[config.mk]
export PLATFORM = sky130hd
export DESIGN_NAME = key_scan_motor_trigger_control_core
export DESIGN_NICKNAME = d
export VERILOG_FILES = /design/src/ksmt_pkg.sv /design/src/ksmt_csr.sv /design/src/ksmt_ctrl.sv /design/src/key_scan_motor_trigger_control_core.sv
export SDC_FILE = /design/constraint.sdc
export NUM_CORES = 1
export LEC_CHECK = 0
export ABC_AREA = 1
export ABC_CLOCK_PERIOD_IN_PS = 9100
export BUFFER_PORTS_ARGS = -buffer_cell sky130_fd_sc_hd__buf_2
export CAP_MARGIN = 20
export CORE_ASPECT_RATIO = 1.2
export CORE_MARGIN = 10
export CORE_UTILIZATION = 55
export CTS_CLUSTER_DIAMETER = 150
export CTS_CLUSTER_SIZE = 16
export DETAILED_ROUTE_END_ITERATION = 8
export PLACE_DENSITY = 0.83
export SETUP_SLACK_MARGIN = 0.3
export SLEW_MARGIN = 30
export SYNTH_ARGS = -nofsm -noshare
export SYNTH_HDL_FRONTEND = slang
export SYNTH_HIERARCHICAL = 1
export SYNTH_SLANG_ARGS = --single-unit
[constraint.sdc]
create_clock -name clock -period 9.1 [get_ports clock]
set_input_delay 1.365 -clock clock [delete_from_list [all_inputs] [get_ports clock]]
set_output_delay 1.365 -clock clock [all_outputs]
set_load 0.02 [all_outputs]
[src/ksmt_pkg.sv]
// ----------------------------------------------------------------------------
// ksmt_pkg
// Shared types and constants for the key scan and motor trigger controller.
// ----------------------------------------------------------------------------
package ksmt_pkg;

   localparam int unsigned PressWidth   = 16;
   localparam int unsigned TimerWidth   = 8;
   localparam int unsigned CsrIdxWidth  = 3;
   localparam int unsigned CsrDataWidth = 16;
   localparam int unsigned NumKeys      = 4;

   typedef logic [PressWidth-1:0] press_cnt_type;
   typedef logic [TimerWidth-1:0] timer_type;

   typedef enum logic [1:0] {
      DRIVE_STOP  = 2'd0,
      DRIVE_FWD   = 2'd1,
      DRIVE_BACK  = 2'd2,
      DRIVE_BRAKE = 2'd3
   } drive_type;

   typedef enum logic [CsrIdxWidth-1:0] {
      CSR_SHORT_PRESS = 3'd0,
      CSR_LONG_PRESS  = 3'd1,
      CSR_INCH_ON     = 3'd2,
      CSR_INCH_GAP    = 3'd3,
      CSR_BRAKE       = 3'd4,
      CSR_REVERSE     = 3'd5
   } csr_index_type;

   localparam press_cnt_type ShortPressReset = 16'd2;
   localparam press_cnt_type LongPressReset  = 16'd70;
   localparam timer_type     InchOnReset     = 8'd50;
   localparam timer_type     InchGapReset    = 8'd50;
   localparam timer_type     BrakeReset      = 8'd20;
   localparam timer_type     ReverseReset    = 8'd20;
   localparam timer_type     BackoffReset    = 8'd255;

   typedef struct packed {
      press_cnt_type short_press_ticks;
      press_cnt_type long_press_ticks;
      timer_type     inch_on_ticks;
      timer_type     inch_gap_ticks;
      timer_type     brake_ticks;
      timer_type     reverse_ticks;
   } cfg_type;

   typedef struct packed {
      logic mode_key;
      logic rep_key;
      logic reverse_key;
      logic run_key;
   } keys_type;

   typedef struct packed {
      drive_type motor_cmd;
      logic      run_mode;
      logic      repeat_on;
   } result_type;

endpackage

[src/ksmt_csr.sv]
// ----------------------------------------------------------------------------
// ksmt_csr
// Configuration registers; one write beat per cycle, unknown indexes dropped.
// ----------------------------------------------------------------------------
module ksmt_csr (
   input  logic                              clock,
   input  logic                              reset,
   input  logic                              csr_valid,
   output logic                              csr_ready,
   input  logic [ksmt_pkg::CsrIdxWidth-1:0]  csr_index,
   input  logic [ksmt_pkg::CsrDataWidth-1:0] csr_wdata,
   output ksmt_pkg::cfg_type                 cfg
);
   import ksmt_pkg::*;

   cfg_type cfg_ff;
   cfg_type cfg_in;

   assign csr_ready = 1'b1;
   assign cfg       = cfg_ff;

   always_comb begin
      cfg_in = cfg_ff;
      if (csr_valid) begin
         unique case (csr_index)
            CSR_SHORT_PRESS: cfg_in.short_press_ticks = csr_wdata;
            CSR_LONG_PRESS:  cfg_in.long_press_ticks  = csr_wdata;
            CSR_INCH_ON:     cfg_in.inch_on_ticks     = csr_wdata[TimerWidth-1:0];
            CSR_INCH_GAP:    cfg_in.inch_gap_ticks    = csr_wdata[TimerWidth-1:0];
            CSR_BRAKE:       cfg_in.brake_ticks       = csr_wdata[TimerWidth-1:0];
            CSR_REVERSE:     cfg_in.reverse_ticks     = csr_wdata[TimerWidth-1:0];
            default:         cfg_in = cfg_ff;
         endcase
      end
   end

   always_ff @(posedge clock) begin
      if (reset) begin
         cfg_ff.short_press_ticks <= ShortPressReset;
         cfg_ff.long_press_ticks  <= LongPressReset;
         cfg_ff.inch_on_ticks     <= InchOnReset;
         cfg_ff.inch_gap_ticks    <= InchGapReset;
         cfg_ff.brake_ticks       <= BrakeReset;
         cfg_ff.reverse_ticks     <= ReverseReset;
      end else begin
         cfg_ff <= cfg_in;
      end
   end

endmodule

[src/ksmt_ctrl.sv]
// ----------------------------------------------------------------------------
// ksmt_ctrl
// Key press counters, mode bits and drive timers, updated once per tick.
// ----------------------------------------------------------------------------
module ksmt_ctrl (
   input  logic                 clock,
   input  logic                 reset,
   input  logic                 step_en,
   input  ksmt_pkg::keys_type   keys,
   input  ksmt_pkg::cfg_type    cfg,
   output ksmt_pkg::result_type result
);
   import ksmt_pkg::*;

   press_cnt_type press_ff [NumKeys];
   press_cnt_type press_in [NumKeys];
   timer_type     inch_ff, inch_in;
   timer_type     backoff_ff, backoff_in;
   logic          mode_ff, mode_in;
   logic          rep_ff, rep_in;
   drive_type     drive_ff, drive_in;

   function automatic press_cnt_type press_inc(input press_cnt_type c);
      return (c == '1) ? c : c + 1'b1;
   endfunction

   function automatic timer_type timer_inc(input timer_type t);
      return (t == '1) ? t : t + 1'b1;
   endfunction

   always_comb begin
      logic                tog_mode;
      logic                tog_rep;
      logic [TimerWidth:0] pulse_len;
      logic [TimerWidth:0] backoff_len;
      timer_type           inch_next;
      timer_type           backoff_next;

      tog_mode     = 1'b0;
      tog_rep      = 1'b0;
      pulse_len    = {1'b0, cfg.inch_on_ticks} + {1'b0, cfg.inch_gap_ticks};
      backoff_len  = {1'b0, cfg.brake_ticks} + {1'b0, cfg.reverse_ticks};
      inch_next    = timer_inc(inch_ff);
      backoff_next = timer_inc(backoff_ff);
      press_in     = press_ff;
      inch_in      = inch_ff;
      backoff_in   = backoff_ff;
      drive_in     = drive_ff;

      // Toggle keys act on release, judged by the count held before release.
      if (keys.mode_key) begin
         press_in[0] = press_inc(press_ff[0]);
      end else begin
         tog_mode    = press_ff[0] >= cfg.short_press_ticks;
         press_in[0] = '0;
      end
      if (keys.rep_key) begin
         press_in[1] = press_inc(press_ff[1]);
      end else begin
         tog_rep     = press_ff[1] >= cfg.short_press_ticks;
         press_in[1] = '0;
      end

      if (keys.reverse_key) begin
         press_in[2] = press_inc(press_ff[2]);
         if (press_in[2] >= cfg.long_press_ticks) begin
            drive_in = DRIVE_BACK;
         end
      end else begin
         press_in[2] = '0;
      end

      // A run key held for at least the short press time overrides whatever the reverse key set in this tick.
      if (keys.run_key) begin
         press_in[3] = press_inc(press_ff[3]);
         if (press_in[3] >= cfg.short_press_ticks) begin
            if (mode_ff) begin
               drive_in = DRIVE_FWD;
            end else begin
               inch_in  = inch_next;
               drive_in = (inch_next <= cfg.inch_on_ticks) ? DRIVE_FWD : DRIVE_STOP;
               if (rep_ff && ({1'b0, inch_next} > pulse_len)) begin
                  inch_in = '0;
               end
            end
            backoff_in = '0;
         end
      end else begin
         press_in[3] = '0;
         inch_in     = '0;
         backoff_in  = backoff_next;
         priority if (backoff_next <= cfg.brake_ticks) begin
            drive_in = DRIVE_BRAKE;
         end else if ({1'b0, backoff_next} <= backoff_len) begin
            drive_in = DRIVE_BACK;
         end else if (!keys.reverse_key) begin
            drive_in = DRIVE_STOP;
         end
      end

      mode_in = mode_ff ^ tog_mode;
      rep_in  = rep_ff ^ tog_rep;

      result.motor_cmd = drive_in;
      result.run_mode  = mode_in;
      result.repeat_on = rep_in;
   end

   always_ff @(posedge clock) begin
      if (reset) begin
         for (int i = 0; i < NumKeys; i++) begin
            press_ff[i] <= '0;
         end
         inch_ff    <= '0;
         backoff_ff <= BackoffReset;
         mode_ff    <= 1'b1;
         rep_ff     <= 1'b0;
         drive_ff   <= DRIVE_STOP;
      end else if (step_en) begin
         press_ff   <= press_in;
         inch_ff    <= inch_in;
         backoff_ff <= backoff_in;
         mode_ff    <= mode_in;
         rep_ff     <= rep_in;
         drive_ff   <= drive_in;
      end
   end

endmodule

[src/key_scan_motor_trigger_control_core.sv]
// ----------------------------------------------------------------------------
// key_scan_motor_trigger_control_core
// Key scanner and motor trigger controller, one scan tick per request beat.
//
// Each request beat carries one scan tick of four key levels and yields one
// response beat with the motor command and the two mode flags after that
// tick. The block takes one beat per clock while the request side is not
// stalled: the beat is captured in an input register, and once the
// response register is free or being taken, the counter and timer update
// for that tick runs in one pass and loads the response register. A stalled
// response holds the input register, and the request side is stalled only when both are full.
// Configuration writes are taken at any time but belong to idle periods.
// ----------------------------------------------------------------------------
module key_scan_motor_trigger_control_core (
   input  logic                              clock,
   input  logic                              reset,
   input  logic                              req_valid,
   output logic                              req_stall,
   input  logic                              req_mode_key,
   input  logic                              req_repeat_key,
   input  logic                              req_reverse_key,
   input  logic                              req_run_key,
   output logic                              rsp_valid,
   input  logic                              rsp_stall,
   output logic [1:0]                        rsp_motor_cmd,
   output logic                              rsp_run_mode,
   output logic                              rsp_repeat_on,
   input  logic                              csr_valid,
   output logic                              csr_ready,
   input  logic [ksmt_pkg::CsrIdxWidth-1:0]  csr_index,
   input  logic [ksmt_pkg::CsrDataWidth-1:0] csr_wdata
);
   import ksmt_pkg::*;

   cfg_type    cfg;
   keys_type   keys_ff;
   logic       in_vld_ff;
   logic       out_vld_ff;
   result_type out_ff;
   result_type step_result;
   logic       advance;
   logic       req_take;

   assign advance   = in_vld_ff && (!out_vld_ff || !rsp_stall);
   assign req_stall = in_vld_ff && !advance;
   assign req_take  = req_valid && !req_stall;

   ksmt_csr u_csr (
      .clock     (clock),
      .reset     (reset),
      .csr_valid (csr_valid),
      .csr_ready (csr_ready),
      .csr_index (csr_index),
      .csr_wdata (csr_wdata),
      .cfg       (cfg)
   );

   ksmt_ctrl u_ctrl (
      .clock   (clock),
      .reset   (reset),
      .step_en (advance),
      .keys    (keys_ff),
      .cfg     (cfg),
      .result  (step_result)
   );

   always_ff @(posedge clock) begin
      if (reset) begin
         in_vld_ff  <= 1'b0;
         out_vld_ff <= 1'b0;
      end else begin
         if (req_take) begin
            in_vld_ff <= 1'b1;
         end else if (advance) begin
            in_vld_ff <= 1'b0;
         end
         if (advance) begin
            out_vld_ff <= 1'b1;
         end else if (!rsp_stall) begin
            out_vld_ff <= 1'b0;
         end
      end
   end

   always_ff @(posedge clock) begin
      if (req_take) begin
         keys_ff.mode_key    <= req_mode_key;
         keys_ff.rep_key     <= req_repeat_key;
         keys_ff.reverse_key <= req_reverse_key;
         keys_ff.run_key     <= req_run_key;
      end
      if (advance) begin
         out_ff <= step_result;
      end
   end

   assign rsp_valid     = out_vld_ff;
   assign rsp_motor_cmd = out_ff.motor_cmd;
   assign rsp_run_mode  = out_ff.run_mode;
   assign rsp_repeat_on = out_ff.repeat_on;

   // A tick that leaves the input register always shows up as a response.
   a_advance_gives_rsp: assert property (@(posedge clock) disable iff (reset)
      advance |=> rsp_valid)
      else $error("processed tick did not produce a response beat");

   // The request side is held off only when both registers are occupied.
   a_stall_only_when_full: assert property (@(posedge clock) disable iff (reset)
      req_stall |-> (in_vld_ff && out_vld_ff && rsp_stall))
      else $error("request stalled while a register was free");

   // A taken response with nothing pending leaves the output empty.
   a_no_invented_rsp: assert property (@(posedge clock) disable iff (reset)
      (rsp_valid && !rsp_stall && !in_vld_ff) |=> !rsp_valid)
      else $error("response beat appeared without a tick");

endmodule

; ---- Word level (Yosys, flattened, before mapping)
; Cells that the tools add are included.
[classes]
reduce_logical = 21
order_cmp = 8
eq_ne = 16
mux = 31
bitwise = 2
n_addsub = 8
[op_table]
columns = cell, count
row1 = 16-bit two-way mux, 8
row2 = 16-bit by 1-bit adder with 16-bit output (second input constant), 4
row3 = 16-bit == test (second input constant), 4
row4 = 16-bit >= comparator, 4
row5 = 8-bit two-way mux, 8
row6 = 8-bit by 8-bit adder with 9-bit output, 2
row7 = 2-bit AND reduction, 9
row8 = 8-bit by 1-bit adder with 8-bit output (second input constant), 2
row9 = 8-bit == test (second input constant), 2
row10 = 8-bit <= comparator, 2
row11 = 2-bit two-way mux, 8
row12 = 8-bit by 9-bit greater-than comparator with 1-bit output, 1
row13 = 8-bit by 9-bit <= comparator with 1-bit output, 1
row14 = 1-bit two-way mux, 7
row15 = 3-bit by 2-bit == test with 1-bit output (second input constant), 2
row16 = 3-bit == test (second input constant), 2
row17 = 2-bit != test (second input constant), 3
row18 = 1-bit logical AND, 4
row19 = 1-bit logical NOT, 4
row20 = 2-bit by 1-bit != test with 1-bit output (second input constant), 2
row21 = 3-bit by 1-bit == test with 1-bit output (second input constant), 1
row22 = 3-bit logical NOT, 1
row23 = 3-bit AND reduction, 1
row24 = 2-bit nonzero test, 1
row25 = other kinds (2), 3
[totals]
register_bits = 158
output_inout_bits = 7

; ---- Longest topological paths before layout
; Gate-level depths: netlist (run 1).
[depth]
ltp_word = 9
mapped_depth = 26

; ---- Modules after synthesis
; Netlist (run 1), hierarchy kept.
[by_module_without_submodules]
columns = mod, area_per_inst_um2, seq_area_each_um2, instances, cells_per_inst
row1 = ksmt_ctrl, 7731.2, 1681.6, 1, 1172
row2 = ksmt_csr, 2565.0, 1281.2, 1, 370
row3 = key_scan_motor_trigger_control_core, 331.6, 280.3, 1, 20

; ---- Worst setup path after synthesis (run 1)
; OpenSTA, ideal clock, no wires.
[synth_path]
path_kind = input to output
from = input rsp_stall
to = output req_stall
path_slack_ns = 6.120
required_time_ns = 7.735
stages = 2
arrival_ns = 1.615
path_cell_list = nand3_2 inv_1
[synth_via]
elab_chain_len = 5
[synth_rtl]
columns = element, line_no
row1 = from (decl), key_scan_motor_trigger_control_core.sv:24  ; input logic rsp_stall,
row2 = 1-bit logical NOT, -
row3 = 1-bit logical OR, key_scan_motor_trigger_control_core.sv:44  ; assign advance = in_vld_ff && (!out_vld_ff || !rsp_stall);
row4 = 1-bit logical AND, key_scan_motor_trigger_control_core.sv:44
row5 = 1-bit logical NOT, key_scan_motor_trigger_control_core.sv:45  ; assign req_stall = in_vld_ff && !advance;
row6 = 1-bit logical AND, key_scan_motor_trigger_control_core.sv:45
row7 = to (decl), key_scan_motor_trigger_control_core.sv:18  ; output logic req_stall,
; Every way passes these cells.

; ---- Worst setup path after layout (run 1)
[layout_path]
from = register u_ctrl/press_ff[0] (netlist name)
to = register u_ctrl.inch_ff[2]
[layout_via]
elab_chain_len = 5
[layout_rtl]
columns = element, line_no
row1 = from (decl), ksmt_ctrl.sv:15  ; press_cnt_type press_ff [NumKeys];
row2 = from (signal assigned), ksmt_ctrl.sv:120  ; press_ff <= press_in;
row3 = 16-bit by 1-bit adder with 16-bit output / 16-bit == test (equally long branches), ksmt_ctrl.sv:24  ; return (c == '1) ? c : c + 1'b1;
row4 = 16-bit two-way mux (*), ksmt_ctrl.sv:24
row5 = 16-bit >= comparator (*), ksmt_ctrl.sv:76  ; if (press_in[3] >= cfg.short_press_ticks) begin
row6 = 2-bit by 1-bit != test with 1-bit output (no line) (*), -
row7 = 3-bit AND reduction (no line) (*), -
row8 = to (signal assigned), ksmt_ctrl.sv:121  ; inch_ff <= inch_in;
row9 = to (decl), ksmt_ctrl.sv:17  ; timer_type inch_ff, inch_in;
; Mark *: on every way between the ends. The rest lies on a longest branch, timed or not.
; A chain may end at the register's enable or synchronous reset.

==> flow_summary.json, run 1 <==
{
  "drive_gt1_share_pct": 8.02,
  "synth_ff_type": "dfxtp_1",
  "ctsResizeCount": 0,
  "post_drt_wl_per_cell_um": 13.9,
  "clk_latency_ns": 0.43,
  "synthArstFlopShare_pct": 0,
  "ys_types": 49,
  "fin_skew_ns": 0.0121,
  "min_period_ns": 3.48,
  "placedInstanceArea_mm2": 0.0110,
  "area_growth_pct": 8.46,
  "syn_nets": 1710,
  "cts.clk_slew.worst_paths_ns": 0.07,
  "netlist_area_mm2": 0.0106,
  "fin_crit_sh_pct": 38.3,
  "core_mm2": 0.0189,
  "ys_seq_elements": 158,
  "grt_max_degree": 65,
  "rsz0062_at_grt": "false",
  "ant_nets": 0,
  "finalNetCount": 1732,
  "startpoint_type": "register",
  "yosysSeqAreaShare_pct": 30.5,
  "cts_tree": "built",
  "cp_max_fo": 16,
  "antenna_found_initial": 0,
  "initial_core_util_pct": 56.2,
  "rows": 55,
  "viasPerCell": 5.37,
  "routed_wirelength_um": 25700,
  "slew_viol_final": 0,
  "dieHeight_um": 172,
  "grt_pass1_wl_um": 42900,
  "hold_viol_final": 0,
  "drc_errors": 0,
  "setup_violations": 0,
  "cts_hold_buf": 0,
  "detail_route.iter0.violations": 707,
  "cts_sinks": 158,
  "path_class": "register to register",
  "via_count": 9948,
  "hp-class": "register to register",
  "final_cell_area_mm2": 0.0115,
  "relSlewSlack_pct": 44.3,
  "worst_slew_pin_slew_ns": 0.834,
  "htreeDepth": 4,
  "io_buffers": 33,
  "clk_path_buf_depth": 2,
  "antenna_cells": 0,
  "fp.dieW_um": 147,
  "cap_violations": 0,
  "grt_pass1_vias": 9467,
  "numCtsBuffers": 17,
  "hpwlAfterDp_um": 19400,
  "max_freq_mhz": 287,
  "io_pins": 35,
  "avgSynthCellArea_um2": 6.80,
  "cts_setup_buffers": 0,
  "synth-edff-count": 8,
  "ir_worst_vdd_mv": 0.148,
  "worstPathRequired_ns": 9.41,
  "grt_usage_pct": 20.4,
  "tns_ns": 0,
  "detail_route.first_pass.iterations": 5,
  "arrival_ns": 3.80,
  "status": "complete, no violations",
  "grt-ovfl-total": 0,
  "synth_cells": 1562,
  "power_mw": 1.68,
  "root_buffer": "clkbuf_16",
  "crit_path_end_kind": "register",
  "p_leak_nw": 5.51,
  "place_congestion": 0.907,
  "ys_warn_count": 6,
  "die-area_mm2": 0.0253,
  "power.density_mw_per_mm2": 146
}
==> registers in the layout (all words and copies together), names as in the netlist, 2 cells and up <==
register           count
keys_ff                4
rsp_motor_cmd          2
u_ctrl/backoff_ff      8
u_csr/cfg             64
u_ctrl/inch_ff         8
u_ctrl/drive_ff        2
u_ctrl/press_ff       64
==> final cells by class <==
class / instances / area (um^2)
clock inverter: 13 / 101
fill: 1693 / 7400
inverter: 216 / 817
multi-input combinational: 1154 / 6410
tap: 256 / 320
sequential: 158 / 3240
clock buffer: 19 / 443
timing repair buffer: 37 / 195
==> metal layers <==
metal / GRT usage [%] / share of wire [%]
met1: 23.7 / 42
met2: 36.5 / 50
met3: 3.24 / 5.1
met4: 8.37 / 2.9
met5: 0 / 0
==> report_power, final <==
group,internal [mW],total (mW),switching (mW)
Combinational,0.0960,0.278,0.182
Sequential,0.719,0.736,0.0172
Clock,0.361,0.665,0.304
Total,1.18,1.68,0.504
==> path summary, 6_finish.rpt <==
| kind | slack (ns) | startpoint | end | cells past startpoint |
|---|---|---|---|---|
| worst max register to register | 5.62 | u_ctrl/press_ff[0]$_SDFFE_PP0P_ | u_ctrl/inch_ff[2]$_SDFFE_PP0P_ | 18 |
| worst min register to register | 0.48 | u_csr/cfg[49]$_SDFFE_PP1P_ | u_csr/cfg[49]$_SDFFE_PP1P_ | 2 |
| worst min-delay path | 0.48 | u_csr/cfg[49]$_SDFFE_PP1P_ | u_csr/cfg[49]$_SDFFE_PP1P_ | 2 |
| worst max-delay path | 5.62 | u_ctrl/press_ff[0]$_SDFFE_PP0P_ | u_ctrl/inch_ff[2]$_SDFFE_PP0P_ | 18 |
==> logic make-up after synthesis <==
group           Yosys count  share of synthesized area, %
xor+xnor                 46                          3.79
buf+inv                 250                          9.23
mux                       1                         0.106
simple gates            795                          32.1
fa+ha+maj               120                          14.3
compound gates          191                          9.97
other cells               1                        0.0353
flops                   158                          30.5
==> placed cells by master (no fill, tap or decap), drive strengths merged, types with 2 or more instances in the layout <==
cell / count
a211oi: 3
a21o: 2
a21oi: 124
a22oi: 4
a31oi: 6
buf: 37
clkbuf: 19
clkinv: 9
dfxtp: 150
edfxtp: 8
fa: 2
ha: 118
inv: 219
nand2: 403
nand3: 121
nand4: 21
nor2: 215
nor3: 30
nor4: 4
o211ai: 5
o21a: 2
o21ai: 38
o21bai: 4
xnor2: 13
xor2: 33
==> worst max-delay path: stages, from the launching register on <==
cell,delay [ns]
dfxtp_1,0.41
ha_1,0.18
inv_1,0.10
nor3_4,0.29
nand4_2,0.17
nor3_2,0.23
nor2_1,0.08
xor2_1,0.16
ha_1,0.31
a21oi_1,0.14
o21ai_0,0.10
nand2_1,0.06
nand2_1,0.04
nand2_1,0.05
nand3_1,0.19
o211ai_2,0.58
nand2_1,0.10
nand2_1,0.09
nor2_1,0.08
==> through the flow <==
| step | std cells | utilization, % | hold WS (ns) | worst slack, ns |
|---|---|---|---|---|
| 2_1_floorplan | 1562 | - | 0.435 | 6.12 |
| 3_3_place_gp | 1821 | 58.0 | 0.456 | 5.80 |
| 3_5_place_dp | 1821 | 58.0 | 0.464 | 5.67 |
| 4_1_cts | 1853 | 60.9 | 0.479 | 5.63 |
| 5_1_grt | 1853 | 60.9 | 0.497 | 5.20 |
| 6_report | 1853 | 60.9 | 0.477 | 5.62 |
==> cell usage after synthesis (6+ instances only) <==
cell type | number | area [um^2]
nand2_1 | 395 | 1480
nor2_1 | 202 | 758
inv_1 | 197 | 739
dfxtp_1 | 150 | 3000
a21oi_1 | 119 | 596
ha_1 | 118 | 1480
nand3_1 | 118 | 591
xor2_1 | 33 | 289
nor3_1 | 24 | 120
o21ai_0 | 24 | 120
nand4_1 | 18 | 113
inv_2 | 15 | 56.3
o21ai_1 | 13 | 65.1
xnor2_1 | 13 | 114
buf_2 | 12 | 60.1
clkbuf_1 | 11 | 41.3
edfxtp_1 | 8 | 240
nor2_2 | 8 | 50.1
a31oi_1 | 6 | 37.5
buf_4 | 6 | 45.0
nand2_2 | 6 | 37.5
No activity file was read; power rests on OpenSTA's default activity.
==> inputs of run 2 (changes only) <==
- ABC_CLOCK_PERIOD_IN_PS: 9100 -> 2880
- PLACE_DENSITY: 0.83 -> 0.86
- clock period: 9.1 -> 2.88 ns (I/O delays scaled with it)
==> run 2 against run 1 <==
The flow now finishes with violations (setup timing). Combinational power rose to 3.7 times the previous value. Fmax grew 17%. Clock power grew to 3.7 times the previous value. Total power increased to 3.5 times the previous value. First-iteration DRC count up 37%. Hold slack worse by 0.30 ns. Critical path type unchanged. Highest routed layer unchanged.
==> flow_summary.json, run 2 (synthesis results as in run 1) <==
{
  "startpoint_type": "register",
  "status": "complete, but fails checks",
  "detail_route.first_pass.iterations": 6,
  "min_period_ns": 2.98,
  "p_leak_nw": 5.89,
  "power_frac_comb_pct": 17.5,
  "grt_pass1_wl_um": 46600,
  "grt-ovfl-total": 0,
  "cts_tree": "built",
  "hold_viol_final": 0,
  "area_growth_pct": 16.6,
  "antenna_found_initial": 0,
  "post_drt_wl_per_cell_um": 15.4,
  "cts.clk_slew.worst_paths_ns": 0.07,
  "numCtsBuffers": 17,
  "fp.dieW_um": 147,
  "slew_viol_final": 0,
  "power_mw": 5.84,
  "arrival_ns": 3.17,
  "rsz0062_at_grt": "true",
  "max_freq_mhz": 335,
  "fin_crit_sh_pct": 104,
  "crit_path_end_kind": "register",
  "ir_worst_vdd_mv": 0.429,
  "htreeDepth": 4,
  "clk_path_buf_depth": 2,
  "root_buffer": "clkbuf_16",
  "grt_usage_pct": 22.1,
  "via_count": 10600,
  "cts_hold_buf": 0,
  "tns_ns": -1.17,
  "cp_max_fo": 4,
  "swShare_pct": 29.0,
  "worstPathRequired_ns": 3.07,
  "clkPwrFrac_pct": 42.6,
  "cap_violations": 0,
  "power.density_mw_per_mm2": 471,
  "grt_pass1_vias": 10100,
  "rows": 55,
  "clk_latency_ns": 0.44,
  "drive_gt1_share_pct": 14.9,
  "io_pins": 35,
  "routed_wirelength_um": 29200,
  "switching_power_mw": 1.69,
  "cts_sinks": 158,
  "pre_cts_slack_ns": -0.204,
  "path_class": "register to register",
  "ant_nets": 0,
  "dp.cells": 1848,
  "whs_ns": 0.181,
  "grt_max_degree": 65,
  "fin_ws_ns": -0.104,
  "core_mm2": 0.0189,
  "relSlewSlack_pct": 40.5,
  "io_buffers": 33,
  "hpwlAfterDp_um": 20000,
  "place_congestion": 0.918,
  "antenna_cells": 0,
  "dieHeight_um": 172,
  "stdcell_count": 1896,
  "setup_violations": 20,
  "finalNetCount": 1775,
  "detail_route.iter0.violations": 968,
  "violations": "setup timing",
  "layout.cells.most_common": "nand2_1",
  "worst_slew_pin_slew_ns": 0.890,
  "initial_core_util_pct": 56.2,
  "fin_skew_ns": 0.0109,
  "cell_internal_pwr_mw": 4.15,
  "drc_errors": 0,
  "final_cell_mix": "nand2_1, inv_1, nor2_1",
  "viasPerCell": 5.60,
  "die-area_mm2": 0.0253,
  "p_seq_share_pct": 39.8,
  "hp-class": "primary input to register"
}
## run 2: worst paths after layout
kind	slack (ns)	cells past startpoint	to	start
max	-0.10	15	rsp_motor_cmd[1]$_DFFE_PP_	u_ctrl/press_ff[3]$_SDFFE_PP0P_
min	0.18	1	keys_ff[3]$_DFFE_PP_	req_mode_key
max reg2reg	-0.10	15	rsp_motor_cmd[1]$_DFFE_PP_	u_ctrl/press_ff[3]$_SDFFE_PP0P_
min reg2reg	0.48	2	u_csr/cfg[33]$_SDFFE_PP1P_	u_csr/cfg[33]$_SDFFE_PP1P_
## run 2: stage by stage
step	util [%]	area [um^2]
4_1_cts	63.9	12100
6_report	65.5	12400
5_1_grt	65.5	12400
3_5_place_dp	59.4	11200
2_1_floorplan	-	10700
3_3_place_gp	59.4	11200
## run 2: critical path, cell delays in order, from the launching register on
cell and delay (ns):
dfxtp_2 0.37, nand3_2 0.10, nor3_4 0.24, nand4_2 0.17, nor3_4 0.30, nor2_2 0.07, xor2_1 0.15, ha_1 0.31
nand4_1 0.12, nor3_2 0.25, nand3_1 0.15, nand3_4 0.12, buf_6 0.12, nor2_2 0.04, o21ai_2 0.15, nand2_1 0.06
## run 2: routing by layer
layer / routed length [um] / vias to the layer above / GRT usage, %
met3: 1960 / 110 / 3.69
met4: 1170 / 0 / 9.71
li1: - / 5170 / -
met2: 14400 / 492 / 39.2
met1: 11700 / 4854 / 25.6
met5: 0 / - / 0
## run 2: power by group through the flow
| stage | Clock [mW] | Combinational, mW | Sequential, mW |
|---|---|---|---|
| after global routing | 2.59 | 1.13 | 2.33 |
| after floorplan | 0 | 0.650 | 2.36 |
| after CTS | 2.51 | 0.925 | 2.33 |
| after detailed placement | 0 | 0.883 | 2.37 |
| final | 2.49 | 1.02 | 2.33 |
| after global placement | 0 | 0.846 | 2.37 |
## run 2: what timing repair did
item	4_1_cts	5_1_grt
endpoints found under the setup margin	20	20
setup buffers	7	9
resized for setup	30	60
pin swaps	11	35
## run 2: area by class of cell
| cell class | instances | area [um^2] |
|---|---|---|
| well taps | 256 | 320 |
| inverters | 216 | 820 |
| clock buffers | 20 | 489 |
| flip-flops and latches | 158 | 3280 |
| repair buffers | 80 | 542 |
| multi-input cells | 1154 | 6770 |
| fillers | 1490 | 6540 |
| clock inverters | 12 | 166 |
==> inputs of run 3 (changes only) <==
- CTS_BUF_LIST: not set -> sky130_fd_sc_hd__clkbuf_8
==> run 3 against run 2 <==
The flow still finishes with violations (setup timing). Final area is 2.5% lower. Flip-flop and latch count unchanged. Sequential power about the same. Total power fell by 9.8%. Core utilization down 1.6 points. Global-route usage decreased by 0.49 points. Cell count decreased by 0.32%. Critical path depth rose by 2. Critical path type unchanged. Largest power group is now sequential cells.
==> flow_summary.json, run 3 (synthesis results as in run 1) <==
{
  "crit_chain": "nand3_2, nor3_4, nand4_2, nor3_4, nor2_2, xor2_1, ha_1, nand2_1, o21ai_1, nand2_1, nand2_1, nand2_1, nand3_4, buf_6, nor2_4, o21ai_2, nand2_1",
  "rows": 55,
  "ant_nets": 0,
  "power.density_mw_per_mm2": 436,
  "grt-ovfl-total": 0,
  "status": "complete, but fails checks",
  "finalNetCount": 1769,
  "crit_path_end_kind": "register",
  "routed_wirelength_um": 28400,
  "viasPerCell": 5.52,
  "grt_max_degree": 65,
  "layout.cells.most_common": "nand2_1",
  "r2r_cells": 17,
  "path_delay_family": "simple AND/OR/NAND/NOR gates",
  "path_class": "register to register",
  "post_drt_wl_per_cell_um": 15.0,
  "ir_worst_vdd_mv": 0.334,
  "antenna_cells": 0,
  "cp_max_fo": 4,
  "fin_ws_ns": -0.0846,
  "hpwlAfterDp_um": 20000,
  "hp-start": "req_mode_key",
  "tns_ns": -0.766,
  "worst_slew_pin_slew_ns": 0.908,
  "place_congestion": 0.918,
  "fin_crit_sh_pct": 103,
  "final_util_pct": 63.9,
  "hold_viol_final": 0,
  "crit_top_cell": "nand2_1",
  "initial_core_util_pct": 56.2,
  "detail_route.iter0.violations": 891,
  "htreeDepth": 4,
  "timing.rr.start": "u_ctrl/press_ff[4]$_SDFFE_PP0P_",
  "rsz0062_at_grt": "true",
  "whs_ns": 0.147,
  "via_count": 10400,
  "min_period_ns": 2.96,
  "pre_cts_slack_ns": -0.204,
  "violations": "setup timing",
  "io_buffers": 33,
  "cts_sinks": 158,
  "cts.clk_slew.worst_paths_ns": 0.08,
  "r2r_end": "rsp_motor_cmd[1]$_DFFE_PP_",
  "grt_pass1_vias": 9932,
  "antenna_found_initial": 0,
  "slowest_stage": "dfxtp_4",
  "io_pins": 35,
  "core_mm2": 0.0189,
  "reg2reg_slack_ns": -0.08,
  "startpoint_type": "register",
  "fp.dieW_um": 147,
  "num-fill-cells": 1553,
  "setup_violations": 12,
  "area_growth_pct": 13.7,
  "clk_latency_ns": 0.47,
  "max_freq_mhz": 337,
  "p_leak_nw": 5.77,
  "final_cell_mix": "nand2_1, inv_1, nor2_1",
  "cts_tree": "built",
  "critPathMaxStageDelay_ns": 0.38,
  "detail_route.first_pass.iterations": 6,
  "drive_gt1_share_pct": 13.8,
  "hold_path_depth": 1,
  "dieHeight_um": 172,
  "root_buffer": "clkbuf_8",
  "grt_usage_pct": 21.6,
  "critPathBufInv": 1,
  "arrival_ns": 3.18,
  "drc_errors": 0,
  "hp-class": "primary input to register",
  "slew_viol_final": 0,
  "fin_skew_ns": 0.0135,
  "worstPathRequired_ns": 3.10,
  "grt_pass1_wl_um": 45700,
  "cap_violations": 0,
  "relSlewSlack_pct": 39.3,
  "whs_endpoint": "keys_ff[3]$_DFFE_PP_",
  "clk_path_buf_depth": 2,
  "numCtsBuffers": 17,
  "die-area_mm2": 0.0253
}
run 3: cell types whose count changed in the layout (fill, tap and decap cells not counted), moves of 2 or more:
cell,change
buf_6,-2
a31oi_1,+2
nand2_2,-4
nand2_1,+4
dfxtp_2,+2
a31oi_2,-2
clkbuf_16,-19
buf_4,-4
a21oi_2,-4
clkbuf_8,+17
a21oi_1,+5
bufinv_16,+2
run 3: where the power goes:
part / leakage [nW] / switching [mW] / internal (mW) / total (mW)
clock network: 0.237 / 0.900 / 1.07 / 1.97
registers: 1.30 / 0.0579 / 2.27 / 2.32
logic: 4.23 / 0.624 / 0.346 / 0.971
run 3: worst max-delay path by stage:
stage	start	to	cells past startpoint
2_1_floorplan	u_ctrl/press_ff[1]$_SDFFE_PP0P_	u_ctrl/inch_ff[6]$_SDFFE_PP0P_	19
3_3_place_gp	u_ctrl/press_ff[1]$_SDFFE_PP0P_	u_ctrl/backoff_ff[0]$_SDFFE_PP1P_	17
3_5_place_dp	u_ctrl/press_ff[4]$_SDFFE_PP0P_	u_ctrl/backoff_ff[0]$_SDFFE_PP1P_	16
4_1_cts	u_ctrl/press_ff[1]$_SDFFE_PP0P_	u_ctrl/inch_ff[3]$_SDFFE_PP0P_	19
5_1_grt	u_ctrl/press_ff[1]$_SDFFE_PP0P_	rsp_motor_cmd[1]$_DFFE_PP_	18
6_report	u_ctrl/press_ff[4]$_SDFFE_PP0P_	rsp_motor_cmd[1]$_DFFE_PP_	17
run 3: metal layers:
metal	vias up	GRT usage [%]	part of all wire, %
li1	5153	-	-
met4	0	8.41	2.8
met3	72	3.19	5.4
met1	4828	25.9	42
met5	-	0	0
met2	371	38.2	50
run 3: what timing repair did:
| action | in CTS | in global routing |
|---|---|---|
| resized for setup | 23 | 48 |
| buffers inserted | 7 | 3 |
| hold buffers | 0 | 0 |
| setup endpoints to repair | 20 | 20 |
| pin swaps | 11 | 18 |
run 3: through the flow:
stage	total power, mW	std cells	instance area, um^2
after global placement	3.22	1848	11200
after global routing	5.50	1890	12100
after detailed placement	3.26	1848	11200
after CTS	5.24	1887	11900
final	5.27	1890	12100
after floorplan	3.01	1562	10700
run 3: area by class of cell:
type,count,area (um^2),area share [%]
multi-input cells,1154,6700,55.4
clock buffers,18,248,2.05
repair buffers,74,489,4.05
clock inverters,14,226,1.87
well taps,256,320,2.65
flip-flops and latches,158,3280,27.2
inverters,216,820,6.78
